`config.mk`:
```
export PLATFORM = sky130hd
export DESIGN_NAME = etc_mul
export DESIGN_NICKNAME = d
export VERILOG_FILES = /design/src/design/etc_pkg.sv /design/src/design/etc_mul.sv
export SDC_FILE = /design/constraint.sdc
export NUM_CORES = 2
export LEC_CHECK = 0
export ABC_AREA = 1
export BUFFER_PORTS_ARGS = -buffer_cell sky130_fd_sc_hd__buf_2
export CORE_ASPECT_RATIO = 0.8
export CORE_MARGIN = 8
export CORE_UTILIZATION = 67
export CTS_CLUSTER_DIAMETER = 60
export DETAILED_ROUTE_END_ITERATION = 8
export PLACE_DENSITY = 0.9
export SLEW_MARGIN = 5
export SYNTH_ARGS = -nofsm -noshare
export SYNTH_HDL_FRONTEND = slang
export SYNTH_SLANG_ARGS = --single-unit
export TNS_END_PERCENT = 10
```
`constraint.sdc`:
```
create_clock -name clk -period 8.55 [get_ports clk]
set_clock_uncertainty 0.2 [all_clocks]
set_input_delay 0.4275 -clock clk [delete_from_list [all_inputs] [get_ports clk]]
set_output_delay 0.4275 -clock clk [all_outputs]
set_load 0.03 [all_outputs]
```
`src/design/etc_pkg.sv`:
```
// ---------------------------------------------------------------------------
// Euler TRS chain compose package
// Widths, constants and helper functions shared by the block.
// ---------------------------------------------------------------------------
package etc_pkg;

  localparam int MW     = 34;
  localparam int PW     = 2 * MW;

  localparam logic [30:0] PI_Q29   = 31'd1686629713;
  localparam logic [30:0] ONE_Q30  = 31'd1073741824;
  localparam logic [14:0] QUARTER  = 15'd16384;

  localparam logic signed [PW-1:0] S32_MAX = 68'sd2147483647;
  localparam logic signed [PW-1:0] S32_MIN = -68'sd2147483648;
  localparam logic signed [PW-1:0] S16_MAX = 68'sd32767;
  localparam logic signed [PW-1:0] S16_MIN = -68'sd32768;

  function automatic logic signed [31:0] sat32(input logic signed [PW-1:0] a);
    if (a > S32_MAX) sat32 = 32'sh7fffffff;
    else if (a < S32_MIN) sat32 = 32'sh80000000;
    else sat32 = a[31:0];
  endfunction

  function automatic logic signed [15:0] sat16(input logic signed [PW-1:0] a);
    if (a > S16_MAX) sat16 = 16'sh7fff;
    else if (a < S16_MIN) sat16 = 16'sh8000;
    else sat16 = a[15:0];
  endfunction

endpackage

```
`src/design/etc_mul.sv`:
```
// ---------------------------------------------------------------------------
// Euler TRS chain compose shared multiplier
// Signed multiplier with a registered product, shared by all steps.
// ---------------------------------------------------------------------------
module etc_mul (
  input  logic                           clk,
  input  logic signed [etc_pkg::MW-1:0]  a,
  input  logic signed [etc_pkg::MW-1:0]  b,
  output logic signed [etc_pkg::PW-1:0]  p
);

  always_ff @(posedge clk) begin
    p <= a * b;
  end

endmodule

```
==> reports/metrics.yaml <==
start_util: 0.674
synth_area_um2: 46200
fin_tns_setup_ps: 0
largest_register_ffs: 68
routed.top_layer: "met5"
dpl.hpwl_mm: 110
cpMaxStageDelayCell: "fa_1"
crit_chain: "buf_2 > nand2_1 > fa_1 > fa_1 > inv_1 > fa_1 > inv_1 > fa_1 > fa_1 > inv_1 > fa_1 > fa_1 > fa_1 > ha_1 > nand2_1 > nor2_1 > inv_1 > nor2_1 > nand2_1 > nor3_1 > nand2_1 > nand3_1 > nand2_1"
io_pins: 137
crit_top_cell: "fa_1"
cts_buffers: 9
synth_area_leaders: "fa_1, inv_1, nand2_1"
cts_resized: 0
drt_iter0_drc: 3514
antenna_found_initial: 2
max_clock_freq_mhz: 130
synth_largest_area_cell: "fa_1"
crit_buf_inv: 5
yosysUniqueCellTypes: 32
top_regs: "p (68)"
cp-endpoint: "p[61]"
track_usage: 0.352
synth-seq-cells: 68
cts_sinks: 68
grt.overflow.total: 0
crit_start: "b[10]"
hold_viol: 0
outcome: "completed"
cp-start-kind: "input port"
die_area_um2: 77700
cp_max_fo: 34
largest-register: "p"
crit_family: "adder cells"
ant_nets: 0
yosysTopAreaCellShare: 0.537
grt_max_degree: 35
wl_per_cell_um: 19.3
drt_first_pass_iters: 8
cts_tree: "done"
htreeDepth: 3
post-route-period-util: 0.900
layout-drive-gt1-share: 0.0433
ys_warn_count: 0
async_reset_ff_frac: 0
coreArea_um2: 68500
die_y_um: 251
post_cts_buffers: 0
synth_edf_count: 0
fin_crit_ps: 7700
path_depth: 23
drv_slew: 0
drt_wl_total_mm: 132
critPathRequiredTime_ps: 8580
hold_class: "input port to flip-flop"
path_class: "input port to flip-flop"
grt_setup_unrepaired: "false"
gp_congestion: 1.01
fp-row-count: 86
layout.nets: 7404
yosysSeqAreaShare: 0.0295
wl_met2_mm: 60.9
worst_pin_slew_ps: 1140
cpPeakStageDelay_ps: 910
endpoint_kind: "flip-flop"
synthToLayoutAreaGrowth_pct: 3.14
grt_pass1_vias: 41600
layout_common_cells: "inv_1, nand2_1, fa_1, ha_1, buf_2"
avgSynthCellArea_um2: 7.74
ctsHoldBuffers: 0
syn_inst: 5972
wl_met3_mm: 15.8
drv_cap: 0
die_x_um: 310
via_per_inst: 5.42
cts-root-buf: "clkbuf_16"
wl_met1_mm: 46.4
path_clk_slew_ps: 60
portBuffers: 136
setup_violations: 0
clockBufferDepth: 2
drc: 0
slew-limit-headroom: 0.238
layout_commonest_cell: "inv_1"
cp.arrival_ps: 7730
synthFlopType: "dfxtp_1"
syn-num-nets: 7486
vias: 37000
nFillCells: 5135
grt_pass1_wl_mm: 216
## cell families (layout without fill, tap and decap cells)
kind of cell,Yosys count,in the layout,share of synthesized area
fa+ha+maj,1445,1445,0.593
buf+inv,2390,2313,0.194
compound gates,95,95,0.0113
flops,68,68,0.0295
xor+xnor,35,35,0.00663
other cells,0,2,0
simple gates,1939,1939,0.166
## metrics by stage
step,utilization,hold WS [ps],cells,setup WS (ps),cell area [um2]
finish,0.696,603,6821,855,47700
floorplan,-,507,5972,1100,46200
CTS,0.695,565,6819,944,47700
global route,0.695,586,6819,513,47700
detailed placement,0.691,663,6803,589,47400
global placement,0.691,664,6803,690,47400
## worst min-delay path by stage
stage               endpoint  slack [ps]  cells after the start  start
finish                  p[1]         600                      5   b[1]
global route            p[0]         590                      3   b[0]
CTS                     p[0]         560                      3   b[0]
detailed placement     p[18]         660                      1  p[18]
global placement       p[12]         660                      1  p[12]
floorplan               p[0]         510                      3   a[0]
## Yosys cell counts (3+ instances only)
library cell	n
inv_1	2116
nand2_1	1661
fa_1	1241
clkbuf_1	269
ha_1	204
nor2_1	115
nand3_1	70
dfxtp_1	68
a21oi_1	59
xor2_1	33
nand2_2	20
nand4_1	19
o21ai_0	18
nor3_1	15
o21bai_1	11
nor2_2	9
or2_2	8
nand3_2	7
nor3_2	5
a21oi_2	4
inv_2	3
nand3b_1	3
## cell type report
cell class	instances	area [um2]	share of cell area
multi-input combinational	3514	35900	0.753
inverter	2119	7950	0.167
sequential	68	1360	0.0286
tap	924	1160	0.0242
timing repair buffer	178	996	0.0209
clock buffer	11	253	0.00530
clock inverter	5	60.1	0.00126
antenna	2	5.00	0.000105
## routing by layer
layer / global-route usage / up-vias
li1: - / 15900
met1: 0.440 / 18000
met2: 0.572 / 2514
met3: 0.0842 / 617
met4: 0.183 / 2
met5: 0 / -
Power is left out: the tool's default activity adds up to more than one toggle a clock period on the data nets, which glitch-free logic cannot reach.
